==> config.mk <==
export PLATFORM = sky130hd
export DESIGN_NAME = cosine_window_multiplier
export DESIGN_NICKNAME = d
export VERILOG_FILES = /design/src/rtl/cwm_pkg.sv /design/src/rtl/cwm_front.sv /design/src/rtl/cwm_queue.sv /design/src/rtl/cwm_back.sv /design/src/rtl/cosine_window_multiplier.sv
export SDC_FILE = /design/constraint.sdc
export NUM_CORES = 2
export LEC_CHECK = 0
export BUFFER_PORTS_ARGS = -buffer_cell sky130_fd_sc_hd__buf_2
export CAP_MARGIN = 5
export CORE_AREA = 2 2 319 321
export CTS_BUF_LIST = sky130_fd_sc_hd__clkbuf_4
export DETAILED_ROUTE_END_ITERATION = 16
export DIE_AREA = 0 0 321 323
export SLEW_MARGIN = 25
export SYNTH_ARGS = -nofsm -noshare
export SYNTH_HDL_FRONTEND = slang
export SYNTH_SLANG_ARGS = --single-unit
==> constraint.sdc <==
create_clock -name clk -period 17.2 [get_ports clk]
set_input_delay 2.58 -clock clk [delete_from_list [all_inputs] [get_ports clk]]
set_output_delay 2.58 -clock clk [all_outputs]
set_load 0.005 [all_outputs]
==> src/rtl/cwm_pkg.sv <==
package cwm_pkg;

    // sizing
    localparam int MAX_FRAME   = 4096;
    localparam int PHASE_BITS  = 10;
    localparam int SAMPLE_BITS = 16;

    localparam int TABLE_SIZE  = 1 << PHASE_BITS;
    localparam int QTR_BITS    = PHASE_BITS - 2;
    localparam int QTR_SIZE    = 1 << QTR_BITS;

    // stream words are whole bytes
    localparam int DATA_W      = ((SAMPLE_BITS + 7) / 8) * 8;

    // frame length register and derived widths
    localparam int LEN_W       = 13;
    localparam int RESET_FRAME = 1024;
    localparam int DEN_W       = $clog2(MAX_FRAME);
    localparam int NR_W        = $clog2(MAX_FRAME - 1 + TABLE_SIZE);
    localparam int DIV_CNT_W   = $clog2(NR_W);

    // configuration port
    localparam int CFG_IDX_W   = 1;
    localparam int CFG_DATA_W  = LEN_W;

    // arithmetic widths
    localparam int COS_W       = 16;
    localparam int COEF_W      = 17;
    localparam int ACC_W       = 34;
    localparam int WGT_W       = 16;
    localparam int WGT_ONE     = 32768;
    localparam int PROD_W      = SAMPLE_BITS + WGT_W + 2;
    localparam int RES_W       = PROD_W - 15;

    // queue between front and back
    localparam int QUEUE_DEPTH = 2;
    localparam int QPTR_W      = $clog2(QUEUE_DEPTH);
    localparam int QCNT_W      = $clog2(QUEUE_DEPTH + 1);

    localparam logic [63:0] HALF_PI_Q62 = 64'h6487ED5110B4611A;

    typedef enum logic [CFG_IDX_W-1:0] {
        REG_WINDOW_TYPE  = 1'b0,
        REG_FRAME_LENGTH = 1'b1
    } cfg_reg_t;

    typedef enum logic [1:0] {
        WIN_HAMMING   = 2'd0,
        WIN_HANN      = 2'd1,
        WIN_BLACKMAN  = 2'd2,
        WIN_BLACKHARR = 2'd3
    } win_t;

    // cosine terms of the window sum
    typedef enum logic [1:0] {
        TERM_1 = 2'd0,
        TERM_2 = 2'd1,
        TERM_3 = 2'd2
    } term_t;

    typedef enum logic {
        FE_IDLE,
        FE_DIV
    } fe_state_t;

    typedef enum logic [2:0] {
        BK_IDLE,
        BK_LOOK,
        BK_MAC,
        BK_WGT,
        BK_MUL,
        BK_OUT
    } bk_state_t;

    // one classified sample on its way to the back end
    typedef struct packed {
        logic signed [SAMPLE_BITS-1:0] sample;
        logic [PHASE_BITS-1:0]         phase3;
        logic [PHASE_BITS-1:0]         phase2;
        logic [PHASE_BITS-1:0]         phase1;
        win_t                          wtype;
        logic                          last;
    } item_t;

    typedef logic [QTR_SIZE-1:0][COS_W-1:0] qtab_t;

    // 64x64 unsigned product, Q62 result
    function automatic logic [63:0] mul_q62(input logic [63:0] a, input logic [63:0] b);
        logic [63:0] al, ah, bl, bh, ll, lh, hl, hh, mid, lo, hi;
        al  = {32'd0, a[31:0]};
        ah  = {32'd0, a[63:32]};
        bl  = {32'd0, b[31:0]};
        bh  = {32'd0, b[63:32]};
        ll  = al * bl;
        lh  = al * bh;
        hl  = ah * bl;
        hh  = ah * bh;
        mid = (ll >> 32) + {32'd0, lh[31:0]} + {32'd0, hl[31:0]};
        lo  = {mid[31:0], ll[31:0]};
        hi  = hh + (lh >> 32) + (hl >> 32) + (mid >> 32);
        return {hi[61:0], lo[63:62]};
    endfunction

    // taylor series for sine or cosine in Q62, argument in the first quadrant
    function automatic logic signed [63:0] taylor_q62(input logic [63:0] x,
                                                      input logic want_sin);
        logic [63:0]        term;
        logic signed [63:0] cs;
        logic signed [63:0] sn;
        term = 64'd1 << 62;
        cs   = '0;
        sn   = '0;
        for (int n = 0; n < 32; n++) begin
            unique case (n[1:0])
                2'd0: cs = cs + $signed(term);
                2'd1: sn = sn + $signed(term);
                2'd2: cs = cs - $signed(term);
                default: sn = sn - $signed(term);
            endcase
            term = mul_q62(term, x) / 64'(n + 1);
        end
        return want_sin ? sn : cs;
    endfunction

    // scale to 32767 and round half away from zero
    function automatic logic [COS_W-1:0] round_entry(input logic signed [63:0] v);
        logic        neg;
        logic [63:0] m;
        logic [63:0] e;
        neg = v[63];
        m   = neg ? 64'(-v) : 64'(v);
        e   = ((m >> 20) * 64'd32767 + (64'd1 << 41)) >> 42;
        return neg ? COS_W'(-e) : COS_W'(e);
    endfunction

    // quarter wave table, evaluated at elaboration
    function automatic qtab_t build_quarter(input logic want_sin);
        qtab_t       tab;
        logic [63:0] step;
        step = HALF_PI_Q62 >> QTR_BITS;
        for (int j = 0; j < QTR_SIZE; j++) begin
            tab[j] = round_entry(taylor_q62(step * 64'(j), want_sin));
        end
        return tab;
    endfunction

    localparam qtab_t COS_QTR = build_quarter(1'b0);
    localparam qtab_t SIN_QTR = build_quarter(1'b1);

    // full period cosine from the quarter tables
    function automatic logic signed [COS_W-1:0] cos_lookup(input logic [PHASE_BITS-1:0] p);
        logic [1:0]          quad;
        logic [QTR_BITS-1:0] j;
        logic signed [COS_W-1:0] c;
        logic signed [COS_W-1:0] s;
        quad = p[PHASE_BITS-1 -: 2];
        j    = p[QTR_BITS-1:0];
        c    = $signed(COS_QTR[j]);
        s    = $signed(SIN_QTR[j]);
        unique case (quad)
            2'd0: return c;
            2'd1: return -s;
            2'd2: return -c;
            default: return s;
        endcase
    endfunction

    // constant term A in Q0.16
    function automatic logic [15:0] coef_a(input win_t t);
        unique case (t)
            WIN_HAMMING:  return 16'd35389;
            WIN_HANN:     return 16'd32768;
            WIN_BLACKMAN: return 16'd27525;
            default:      return 16'd23511;
        endcase
    endfunction

    // signed weight of each cosine term: -B, +C, -D
    function automatic logic signed [COEF_W-1:0] coef_term(input win_t t, input term_t k);
        unique case (k)
            TERM_1: begin
                unique case (t)
                    WIN_HAMMING:  return -17'sd30147;
                    WIN_HANN:     return -17'sd32768;
                    WIN_BLACKMAN: return -17'sd32768;
                    default:      return -17'sd32001;
                endcase
            end
            TERM_2: begin
                unique case (t)
                    WIN_BLACKMAN:  return 17'sd5243;
                    WIN_BLACKHARR: return 17'sd9259;
                    default:       return 17'sd0;
                endcase
            end
            TERM_3: begin
                if (t == WIN_BLACKHARR) return -17'sd765;
                return 17'sd0;
            end
            default: return 17'sd0;
        endcase
    endfunction

endpackage

==> src/rtl/cwm_front.sv <==
module cwm_front (
    input  logic                              clk,
    input  logic                              rst_n,
    input  logic                              cfg_we,
    input  logic [cwm_pkg::CFG_IDX_W-1:0]     cfg_index,
    input  logic [cwm_pkg::CFG_DATA_W-1:0]    cfg_data,
    input  logic                              in_valid,
    output logic                              in_ready,
    input  logic [cwm_pkg::SAMPLE_BITS-1:0]   in_sample,
    input  logic                              queue_full,
    output logic                              push,
    output cwm_pkg::item_t                    push_item
);

    localparam int PB = cwm_pkg::PHASE_BITS;
    localparam int DW = cwm_pkg::DEN_W;

    cwm_pkg::fe_state_t state_reg, state_next;
    cwm_pkg::win_t      wtype_reg;
    logic [DW-1:0]      den_reg;
    logic [DW-1:0]      pos_reg;
    logic [PB-1:0]      q_reg;
    logic [DW-1:0]      r_reg;
    logic [cwm_pkg::NR_W-1:0]      num_reg;
    logic [DW-1:0]                 rem_reg;
    logic [PB-1:0]                 quo_reg;
    logic [cwm_pkg::DIV_CNT_W-1:0] cnt_reg;

    logic          accept;
    logic          last;
    logic          start_div;
    logic          div_step;
    logic          div_done;
    logic          len_write;
    logic          type_write;
    logic [cwm_pkg::LEN_W-1:0] len;
    logic [DW-1:0] den_next;
    logic [DW:0]   trial;
    logic          ge;
    logic [DW-1:0] rem_next;
    logic [DW:0]   two_r;
    logic [DW+1:0] three_r;
    logic          c2;
    logic [1:0]    c3;
    logic [PB-1:0] p2;
    logic [PB-1:0] p3;

    // configuration decode
    assign len_write  = cfg_we && (cfg_index == cwm_pkg::REG_FRAME_LENGTH);
    assign type_write = cfg_we && (cfg_index == cwm_pkg::REG_WINDOW_TYPE);
    assign len        = cfg_data[cwm_pkg::LEN_W-1:0];

    // frame length clamped into range, kept as N-1
    always_comb
    begin
        if (len < cwm_pkg::LEN_W'(2))
            den_next = DW'(1);
        else if (int'(len) > cwm_pkg::MAX_FRAME)
            den_next = DW'(cwm_pkg::MAX_FRAME - 1);
        else
            den_next = DW'(len - cwm_pkg::LEN_W'(1));
    end

    assign accept = in_valid && in_ready;
    assign last   = pos_reg >= den_reg;

    // phase indices of the three terms from quotient and remainder
    assign two_r   = {r_reg, 1'b0};
    assign three_r = (DW+2)'(r_reg) * (DW+2)'(3);
    assign c2      = two_r >= {1'b0, den_reg};
    always_comb
    begin
        if (three_r >= {1'b0, den_reg, 1'b0})
            c3 = 2'd2;
        else if (three_r >= (DW+2)'(den_reg))
            c3 = 2'd1;
        else
            c3 = 2'd0;
    end
    assign p2 = PB'({q_reg, 1'b0}) + PB'(c2);
    assign p3 = PB'((PB+2)'(q_reg) * (PB+2)'(3)) + PB'(c3);

    always_comb
    begin
        push_item.sample = $signed(in_sample);
        push_item.phase1 = q_reg;
        push_item.phase2 = p2;
        push_item.phase3 = p3;
        push_item.wtype  = wtype_reg;
        push_item.last   = last;
    end

    // one restoring divide step: (r + table size) by N-1
    assign trial    = {rem_reg, num_reg[cwm_pkg::NR_W-1]};
    assign ge       = trial >= {1'b0, den_reg};
    assign rem_next = ge ? DW'(trial - {1'b0, den_reg}) : trial[DW-1:0];

    // next state
    always_comb
    begin
        state_next = state_reg;
        unique case (state_reg)
            cwm_pkg::FE_IDLE:
            begin
                if (accept && !last)
                    state_next = cwm_pkg::FE_DIV;
            end
            cwm_pkg::FE_DIV:
            begin
                if (cnt_reg == '0)
                    state_next = cwm_pkg::FE_IDLE;
            end
            default: state_next = cwm_pkg::FE_IDLE;
        endcase
        if (len_write)
            state_next = cwm_pkg::FE_IDLE;
    end

    // outputs of the sequencer
    always_comb
    begin
        in_ready  = 1'b0;
        div_step  = 1'b0;
        div_done  = 1'b0;
        unique case (state_reg)
            cwm_pkg::FE_IDLE: in_ready = !queue_full;
            cwm_pkg::FE_DIV:
            begin
                div_step = 1'b1;
                div_done = cnt_reg == '0;
            end
            default: in_ready = 1'b0;
        endcase
        push      = accept;
        start_div = accept && !last;
    end

    // sequencer and configuration registers
    always_ff @(posedge clk or negedge rst_n)
    begin
        if (!rst_n)
        begin
            state_reg <= cwm_pkg::FE_IDLE;
            wtype_reg <= cwm_pkg::WIN_HAMMING;
            den_reg   <= DW'(cwm_pkg::RESET_FRAME - 1);
            pos_reg   <= '0;
            q_reg     <= '0;
            r_reg     <= '0;
            cnt_reg   <= '0;
        end
        else
        begin
            state_reg <= state_next;
            if (type_write)
                wtype_reg <= cwm_pkg::win_t'(cfg_data[1:0]);
            if (len_write)
            begin
                den_reg <= den_next;
                pos_reg <= '0;
                q_reg   <= '0;
                r_reg   <= '0;
            end
            else if (accept)
            begin
                if (last)
                begin
                    pos_reg <= '0;
                    q_reg   <= '0;
                    r_reg   <= '0;
                end
                else
                begin
                    pos_reg <= pos_reg + DW'(1);
                end
            end
            else if (div_done)
            begin
                q_reg <= q_reg + {quo_reg[PB-2:0], ge};
                r_reg <= rem_next;
            end
            if (start_div)
                cnt_reg <= cwm_pkg::DIV_CNT_W'(cwm_pkg::NR_W - 1);
            else if (div_step)
                cnt_reg <= cnt_reg - cwm_pkg::DIV_CNT_W'(1);
        end
    end

    // divider datapath
    always_ff @(posedge clk)
    begin
        if (start_div)
        begin
            num_reg <= cwm_pkg::NR_W'(r_reg) + cwm_pkg::NR_W'(cwm_pkg::TABLE_SIZE);
            rem_reg <= '0;
            quo_reg <= '0;
        end
        else if (div_step)
        begin
            num_reg <= {num_reg[cwm_pkg::NR_W-2:0], 1'b0};
            rem_reg <= rem_next;
            quo_reg <= {quo_reg[PB-2:0], ge};
        end
    end

endmodule

==> src/rtl/cwm_queue.sv <==
module cwm_queue (
    input  logic           clk,
    input  logic           rst_n,
    input  logic           push,
    input  cwm_pkg::item_t push_item,
    output logic           full,
    input  logic           pop,
    output cwm_pkg::item_t pop_item,
    output logic           empty
);

    cwm_pkg::item_t                   entry_reg [cwm_pkg::QUEUE_DEPTH];
    logic [cwm_pkg::QPTR_W-1:0]       wr_ptr_reg;
    logic [cwm_pkg::QPTR_W-1:0]       rd_ptr_reg;
    logic [cwm_pkg::QCNT_W-1:0]       count_reg;
    logic                             do_push;
    logic                             do_pop;

    assign full     = count_reg == cwm_pkg::QCNT_W'(cwm_pkg::QUEUE_DEPTH);
    assign empty    = count_reg == '0;
    assign do_push  = push && !full;
    assign do_pop   = pop && !empty;
    assign pop_item = entry_reg[rd_ptr_reg];

    // pointers and fill count
    always_ff @(posedge clk or negedge rst_n)
    begin
        if (!rst_n)
        begin
            wr_ptr_reg <= '0;
            rd_ptr_reg <= '0;
            count_reg  <= '0;
        end
        else
        begin
            if (do_push)
                wr_ptr_reg <= (wr_ptr_reg == cwm_pkg::QPTR_W'(cwm_pkg::QUEUE_DEPTH - 1))
                              ? '0 : wr_ptr_reg + cwm_pkg::QPTR_W'(1);
            if (do_pop)
                rd_ptr_reg <= (rd_ptr_reg == cwm_pkg::QPTR_W'(cwm_pkg::QUEUE_DEPTH - 1))
                              ? '0 : rd_ptr_reg + cwm_pkg::QPTR_W'(1);
            if (do_push && !do_pop)
                count_reg <= count_reg + cwm_pkg::QCNT_W'(1);
            else if (do_pop && !do_push)
                count_reg <= count_reg - cwm_pkg::QCNT_W'(1);
        end
    end

    // entry storage
    always_ff @(posedge clk)
    begin
        if (do_push)
            entry_reg[wr_ptr_reg] <= push_item;
    end

endmodule

==> src/rtl/cwm_back.sv <==
module cwm_back (
    input  logic                            clk,
    input  logic                            rst_n,
    input  logic                            empty,
    output logic                            pop,
    input  cwm_pkg::item_t                  pop_item,
    output logic                            out_valid,
    input  logic                            out_ready,
    output logic [cwm_pkg::DATA_W-1:0]      out_data,
    output logic                            out_last
);

    localparam int SB    = cwm_pkg::SAMPLE_BITS;
    localparam int AW    = cwm_pkg::ACC_W;
    localparam int PW    = cwm_pkg::PROD_W;
    localparam int RW    = cwm_pkg::RES_W;
    localparam int MW    = cwm_pkg::COEF_W + cwm_pkg::COS_W;
    localparam int SMW   = SB + cwm_pkg::WGT_W + 1;
    localparam logic signed [RW-1:0] SAT_MAX = RW'((2 ** (SB - 1)) - 1);
    localparam logic signed [RW-1:0] SAT_MIN = -RW'(2 ** (SB - 1));

    cwm_pkg::bk_state_t state_reg, state_next;
    cwm_pkg::item_t     item_reg;
    cwm_pkg::term_t     term_reg;
    logic signed [cwm_pkg::COS_W-1:0]  cos_reg;
    logic signed [cwm_pkg::COEF_W-1:0] coef_reg;
    logic signed [AW-1:0]              acc_reg;
    logic [cwm_pkg::WGT_W-1:0]         wgt_reg;
    logic signed [PW-1:0]              prod_reg;
    logic [SB-1:0]                     out_data_reg;
    logic                              out_last_reg;
    logic                              out_valid_reg;

    logic                      load_item;
    logic                      load_cos;
    logic                      do_mac;
    logic                      load_wgt;
    logic                      load_prod;
    logic                      load_out;
    logic [cwm_pkg::PHASE_BITS-1:0] phase_sel;
    logic signed [MW-1:0]      mac_prod;
    logic signed [AW-1:0]      acc_rnd;
    logic [AW-17:0]            w_full;
    logic [cwm_pkg::WGT_W-1:0] wgt_next;
    logic signed [SMW-1:0]     smp_prod;
    logic signed [RW-1:0]      res;
    logic signed [RW-1:0]      res_sat;
    cwm_pkg::term_t            term_inc;

    // phase of the term in work
    always_comb
    begin
        unique case (term_reg)
            cwm_pkg::TERM_1: phase_sel = item_reg.phase1;
            cwm_pkg::TERM_2: phase_sel = item_reg.phase2;
            cwm_pkg::TERM_3: phase_sel = item_reg.phase3;
            default:         phase_sel = item_reg.phase1;
        endcase
    end

    always_comb
    begin
        unique case (term_reg)
            cwm_pkg::TERM_1: term_inc = cwm_pkg::TERM_2;
            cwm_pkg::TERM_2: term_inc = cwm_pkg::TERM_3;
            default:         term_inc = cwm_pkg::TERM_1;
        endcase
    end

    // shared term multiplier
    assign mac_prod = coef_reg * cos_reg;

    // weight rounded to Q1.15 and clamped to 0..1
    assign acc_rnd = acc_reg + AW'(32768);
    assign w_full  = acc_rnd[AW-1:16];
    always_comb
    begin
        if (acc_reg[AW-1] || (acc_reg == '0))
            wgt_next = '0;
        else if (w_full > (AW-16)'(cwm_pkg::WGT_ONE))
            wgt_next = cwm_pkg::WGT_W'(cwm_pkg::WGT_ONE);
        else
            wgt_next = w_full[cwm_pkg::WGT_W-1:0];
    end

    // sample times weight
    assign smp_prod = item_reg.sample * $signed({1'b0, wgt_reg});

    // round down after the half bias, then saturate
    assign res = prod_reg[PW-1:15];
    always_comb
    begin
        if (res > SAT_MAX)
            res_sat = SAT_MAX;
        else if (res < SAT_MIN)
            res_sat = SAT_MIN;
        else
            res_sat = res;
    end

    // next state
    always_comb
    begin
        state_next = state_reg;
        unique case (state_reg)
            cwm_pkg::BK_IDLE:
            begin
                if (!empty)
                    state_next = cwm_pkg::BK_LOOK;
            end
            cwm_pkg::BK_LOOK: state_next = cwm_pkg::BK_MAC;
            cwm_pkg::BK_MAC:
            begin
                if (term_reg == cwm_pkg::TERM_3)
                    state_next = cwm_pkg::BK_WGT;
                else
                    state_next = cwm_pkg::BK_LOOK;
            end
            cwm_pkg::BK_WGT:  state_next = cwm_pkg::BK_MUL;
            cwm_pkg::BK_MUL:  state_next = cwm_pkg::BK_OUT;
            cwm_pkg::BK_OUT:
            begin
                if (!out_valid_reg || out_ready)
                    state_next = cwm_pkg::BK_IDLE;
            end
            default: state_next = cwm_pkg::BK_IDLE;
        endcase
    end

    // sequencer strobes
    always_comb
    begin
        load_item = 1'b0;
        load_cos  = 1'b0;
        do_mac    = 1'b0;
        load_wgt  = 1'b0;
        load_prod = 1'b0;
        load_out  = 1'b0;
        unique case (state_reg)
            cwm_pkg::BK_IDLE: load_item = !empty;
            cwm_pkg::BK_LOOK: load_cos  = 1'b1;
            cwm_pkg::BK_MAC:  do_mac    = 1'b1;
            cwm_pkg::BK_WGT:  load_wgt  = 1'b1;
            cwm_pkg::BK_MUL:  load_prod = 1'b1;
            cwm_pkg::BK_OUT:  load_out  = !out_valid_reg || out_ready;
            default:          load_item = 1'b0;
        endcase
    end

    assign pop = load_item;

    // control registers
    always_ff @(posedge clk or negedge rst_n)
    begin
        if (!rst_n)
        begin
            state_reg     <= cwm_pkg::BK_IDLE;
            term_reg      <= cwm_pkg::TERM_1;
            out_valid_reg <= 1'b0;
        end
        else
        begin
            state_reg <= state_next;
            if (load_item)
                term_reg <= cwm_pkg::TERM_1;
            else if (do_mac)
                term_reg <= term_inc;
            if (load_out)
                out_valid_reg <= 1'b1;
            else if (out_ready)
                out_valid_reg <= 1'b0;
        end
    end

    // datapath registers
    always_ff @(posedge clk)
    begin
        if (load_item)
        begin
            item_reg <= pop_item;
            acc_reg  <= $signed(AW'({cwm_pkg::coef_a(pop_item.wtype), 15'd0}));
        end
        else if (do_mac)
        begin
            acc_reg <= acc_reg + AW'(mac_prod);
        end
        if (load_cos)
        begin
            cos_reg  <= cwm_pkg::cos_lookup(phase_sel);
            coef_reg <= cwm_pkg::coef_term(item_reg.wtype, term_reg);
        end
        if (load_wgt)
            wgt_reg <= wgt_next;
        if (load_prod)
            prod_reg <= PW'(smp_prod) + PW'(16384);
        if (load_out)
        begin
            out_data_reg <= res_sat[SB-1:0];
            out_last_reg <= item_reg.last;
        end
    end

    assign out_valid = out_valid_reg;
    assign out_data  = cwm_pkg::DATA_W'(out_data_reg);
    assign out_last  = out_last_reg;

endmodule

==> src/rtl/cosine_window_multiplier.sv <==
// Cosine window multiplier: multiplies each signed Q1.15 sample of a frame of N samples by a
// Hamming, Hann, Blackman or Blackman-Harris weight and flags the last sample of the frame on
// tlast. A front end tracks the frame position and the window phase as quotient and remainder
// by N-1 with a bit-serial restoring divider; after a sample that is not the last of its frame
// it runs that divider and takes no new sample until the divider is done; the last sample of
// a frame starts no division, so the input stays ready while the queue has room. A two-entry
// queue passes classified samples to a back end that sums the three cosine terms through one
// shared multiplier and then scales the sample, overlapped with the front end. Writing
// frame_length restarts the frame; window_type takes effect on the next sample. Configure
// only while the block holds no pending samples.
module cosine_window_multiplier (
    input  logic                             clk,
    input  logic                             rst_n,
    input  logic                             cfg_we,
    input  logic [cwm_pkg::CFG_IDX_W-1:0]    cfg_index,
    input  logic [cwm_pkg::CFG_DATA_W-1:0]   cfg_data,
    input  logic                             s_axis_tvalid,
    output logic                             s_axis_tready,
    input  logic [cwm_pkg::DATA_W-1:0]       s_axis_tdata,   // sample
    output logic                             m_axis_tvalid,
    input  logic                             m_axis_tready,
    output logic [cwm_pkg::DATA_W-1:0]       m_axis_tdata,   // windowed_sample
    output logic                             m_axis_tlast    // frame_end
);

    cwm_pkg::item_t push_item;
    cwm_pkg::item_t pop_item;
    logic           push;
    logic           pop;
    logic           queue_full;
    logic           queue_empty;

    // position, phase and divider
    cwm_front u_front (
        .clk        (clk),
        .rst_n      (rst_n),
        .cfg_we     (cfg_we),
        .cfg_index  (cfg_index),
        .cfg_data   (cfg_data),
        .in_valid   (s_axis_tvalid),
        .in_ready   (s_axis_tready),
        .in_sample  (s_axis_tdata[cwm_pkg::SAMPLE_BITS-1:0]),
        .queue_full (queue_full),
        .push       (push),
        .push_item  (push_item)
    );

    // decoupling queue
    cwm_queue u_queue (
        .clk       (clk),
        .rst_n     (rst_n),
        .push      (push),
        .push_item (push_item),
        .full      (queue_full),
        .pop       (pop),
        .pop_item  (pop_item),
        .empty     (queue_empty)
    );

    // weight and product
    cwm_back u_back (
        .clk       (clk),
        .rst_n     (rst_n),
        .empty     (queue_empty),
        .pop       (pop),
        .pop_item  (pop_item),
        .out_valid (m_axis_tvalid),
        .out_ready (m_axis_tready),
        .out_data  (m_axis_tdata),
        .out_last  (m_axis_tlast)
    );

endmodule

==> flow_summary.yaml <==
synth:
  syn_area_per_cell_sq_um: 9.168
  synth_edf_count: 230
  syn_inst: 4782
  yosys-top-cells-count: "684 x inv_1, 520 x nand2_1, 506 x fa_1"
  synth-seq-cells: 332
  synthTopCellsByArea: "fa_1 23%, edfxtp_1 16%, ha_1 11%, inv_1 5.9%, nand2_1 4.5%"
  synth_nets: 5704
  synth.cell_area_sq_mm: 0.04384
  ys_types: 107
  ys.flop_type: "edfxtp_1"
  async_flop_share_pct: 18.98
  netlist.area_leader.share_pct: 23.10
  synth_top_cell_by_area: "fa_1"
  seq_area_frac_synth_pct: 21.16
  yosysWarnings: 0
  yosysMostFrequentCell: "inv_1"
floorplanning:
  die_y_um: 323
  initial_core_util_pct: 43.53
  ios: 54
  die_x_um: 321
  die-area_sq_mm: 0.1037
  rows: 117
  core_sq_mm: 0.1007
sta:
  rsz0062_at_grt: "no"
  skew_ns: 0.05978
  timing.final.ws_setup_ns: 9.434
  fmax_mhz: 128.8
  drv_slew: 0
  tns_ns: 0
  min_period_ns: 7.766
  maxSlewHeadroom_pct: 18.78
  min_period_over_period_pct: 45.15
  worst_pin_slew_ns: 1.216
  finalSetupViolCount: 0
  hold_viol: 0
cts:
  clock-sinks: 332
  post_cts_buffers: 0
  cts_tree: "built"
  cts.root.buffer_cell: "clkbuf_4"
  cts_resized: 0
  numCtsBuffers: 93
  clk_path_buf_depth: 3
  clk_pin_slew_ns: 0.07
  clk_latency_ns: 0.95
  cts_htree_levels: 3
  cts-hold-fix-buffers: 0
worst_setup_path:
  max_stage_delay_ns: 0.97
  path_buf_inv: 4
  worstPathRequired_ns: 17.88
  crit_chain: "inv_1 > ha_1 > a22oi_2 > a21o_1 > buf_4 > inv_1 > ha_1 > buf_4 > o21a_1 > a21boi_4 > a21oi_1 > a211oi_1 > a211oi_1 > nand4bb_1 > or4_4 > o211ai_1 > a31oi_1 > a311o_1"
  worstPathArrival_ns: 8.45
  worstSetupPathType: "register to register"
  cpLargestDelayFamily: "compound AO/OA/AOI/OAI gates"
  cp_slowest_cell: "a211oi_1"
  crit_fanout: 29
  crit_path_start_kind: "register"
  cp-end-kind: "register"
global_route:
  track_usage_pct: 29.10
  grt_max_degree: 73
  grt_pass1_vias: 37133
  grt-ovfl-total: 0
  antenna_found_initial: 9
  grt_pass1_wl_um: 229300
run:
  drv_cap: 0
placement:
  dp_hpwl_um: 109700
  pre_cts_ws_ns: 9.698
  gp_congestion: 1.065
  port_buffers: 53
cells_and_area:
  drive_gt1_share_pct: 9.053
  nets: 5644
  largest_reg_flops: 80
  syn_to_final_growth_pct: 5.779
routing:
  wl_per_cell_um: 24.40
  drt-total-wl_um: 149100
  antenna_left: 0
  via_per_inst: 6.018
  route.vias.total: 36776
  drt_drc_violations_left: 0
  drt_pass1_iterations: 8
  first_iter_violations: 3831
hold_path:
  hold_class: "register to register"
run_status:
  outcome: "finished clean"
==> metrics by stage <==
stage | area, sq um | utilization [%] | std cells | hold slack [ns]
6_report | 46380 | 46.05 | 6111 | 0.4740
4_1_cts | 46340 | 46.01 | 6102 | 0.4771
3_5_place_dp | 45100 | 44.78 | 5935 | 0.4680
2_1_floorplan | 43840 | - | 4782 | 0.4003
5_1_grt | 46360 | 46.03 | 6106 | 0.4975
3_3_place_gp | 45060 | 44.74 | 5934 | 0.4581
==> logic make-up (layout without fill, tap and decap cells) <==
family | Yosys count | count (layout) | share of synthesized area [%]
AOI/OAI and AO/OA | 1010 | 1010 | 15.92
xor gates and xnor gates | 133 | 133 | 2.657
adders and majority gates | 887 | 887 | 33.98
buffers and inverters | 974 | 986 | 9.089
DFF | 332 | 332 | 21.16
muxes | 105 | 105 | 2.594
other | 0 | 8 | 0
and+or+nand+nor | 1341 | 1341 | 14.61
==> worst register-to-register path: stages, from the launching register on <==
cell	delay [ns]
dfrtp_1	0.40
inv_1	0.13
ha_1	0.69
a22oi_2	0.23
a21o_1	0.22
buf_4	0.24
inv_1	0.82
ha_1	0.27
buf_4	0.38
o21a_1	0.26
a21boi_4	0.68
a21oi_1	0.21
a211oi_1	0.97
a211oi_1	0.33
nand4bb_1	0.48
or4_4	0.65
o211ai_1	0.18
a31oi_1	0.11
a311o_1	0.28
==> metal layers <==
metal | routed length (um) | GRT usage (%)
met1 | 61740 | 38.67
met2 | 64430 | 44.00
met3 | 14720 | 7.745
met5 | 34 | 0.2315
met4 | 8216 | 14.11
==> area by class of cell <==
class	instances	area, sq um
Timing Repair Buffer	131	850.8
Inverter	688	2585
Clock buffer	141	1059
Clock inverter	26	182.7
Multi-Input combinational cell	3476	30760
Tap cell	1309	1638
Fill cell	9838	54340
Sequential cell	332	9280
Antenna cell	8	20.02
==> final timing paths <==
| check | start | endpoint | slack (ns) | cells after the start |
|---|---|---|---|---|
| setup / recovery | u_back.term_reg[1] | u_back.cos_reg[10] | 9.43 | 18 |
| hold / removal | u_front.rem_reg[11] | u_front.rem_reg[11] | 0.47 | 2 |
| setup reg to reg | u_back.term_reg[1] | u_back.cos_reg[10] | 9.43 | 18 |
| hold reg to reg | u_front.rem_reg[11] | u_front.rem_reg[11] | 0.47 | 2 |
| max in group asynchronous | rst_n | u_queue.rd_ptr_reg | 14.71 | 1 |
| min in group asynchronous | rst_n | u_front.r_reg[4] | 1.78 | 1 |
==> cell usage in the layout (no fill, tap or decap), types with 26 or more instances in the layout <==
cell,Yosys,final
xnor2_1,86,86
fa_1,506,505
o22ai_1,31,29
o211ai_1,60,60
inv_1,684,684
nand3_1,79,79
nor3_1,92,90
mux2i_1,45,45
dfrtp_1,53,52
nor2_1,236,229
a21oi_1,188,185
nor4_1,26,26
mux2_2,59,59
edfxtp_1,230,230
nand2b_1,44,44
nand2_1,520,520
o21ai_0,188,187
o311ai_0,29,29
and2_1,198,198
clkbuf_4,0,141
ha_1,381,380
xor2_1,47,47
a211oi_1,74,69
buf_2,70,52
a21o_1,54,51
buf_4,26,78
dfxtp_1,39,39
o21a_1,38,38
a31oi_1,55,53
Power is not shown: default switching activity piles up to over one toggle a cycle in this logic, so the estimate is an artifact.
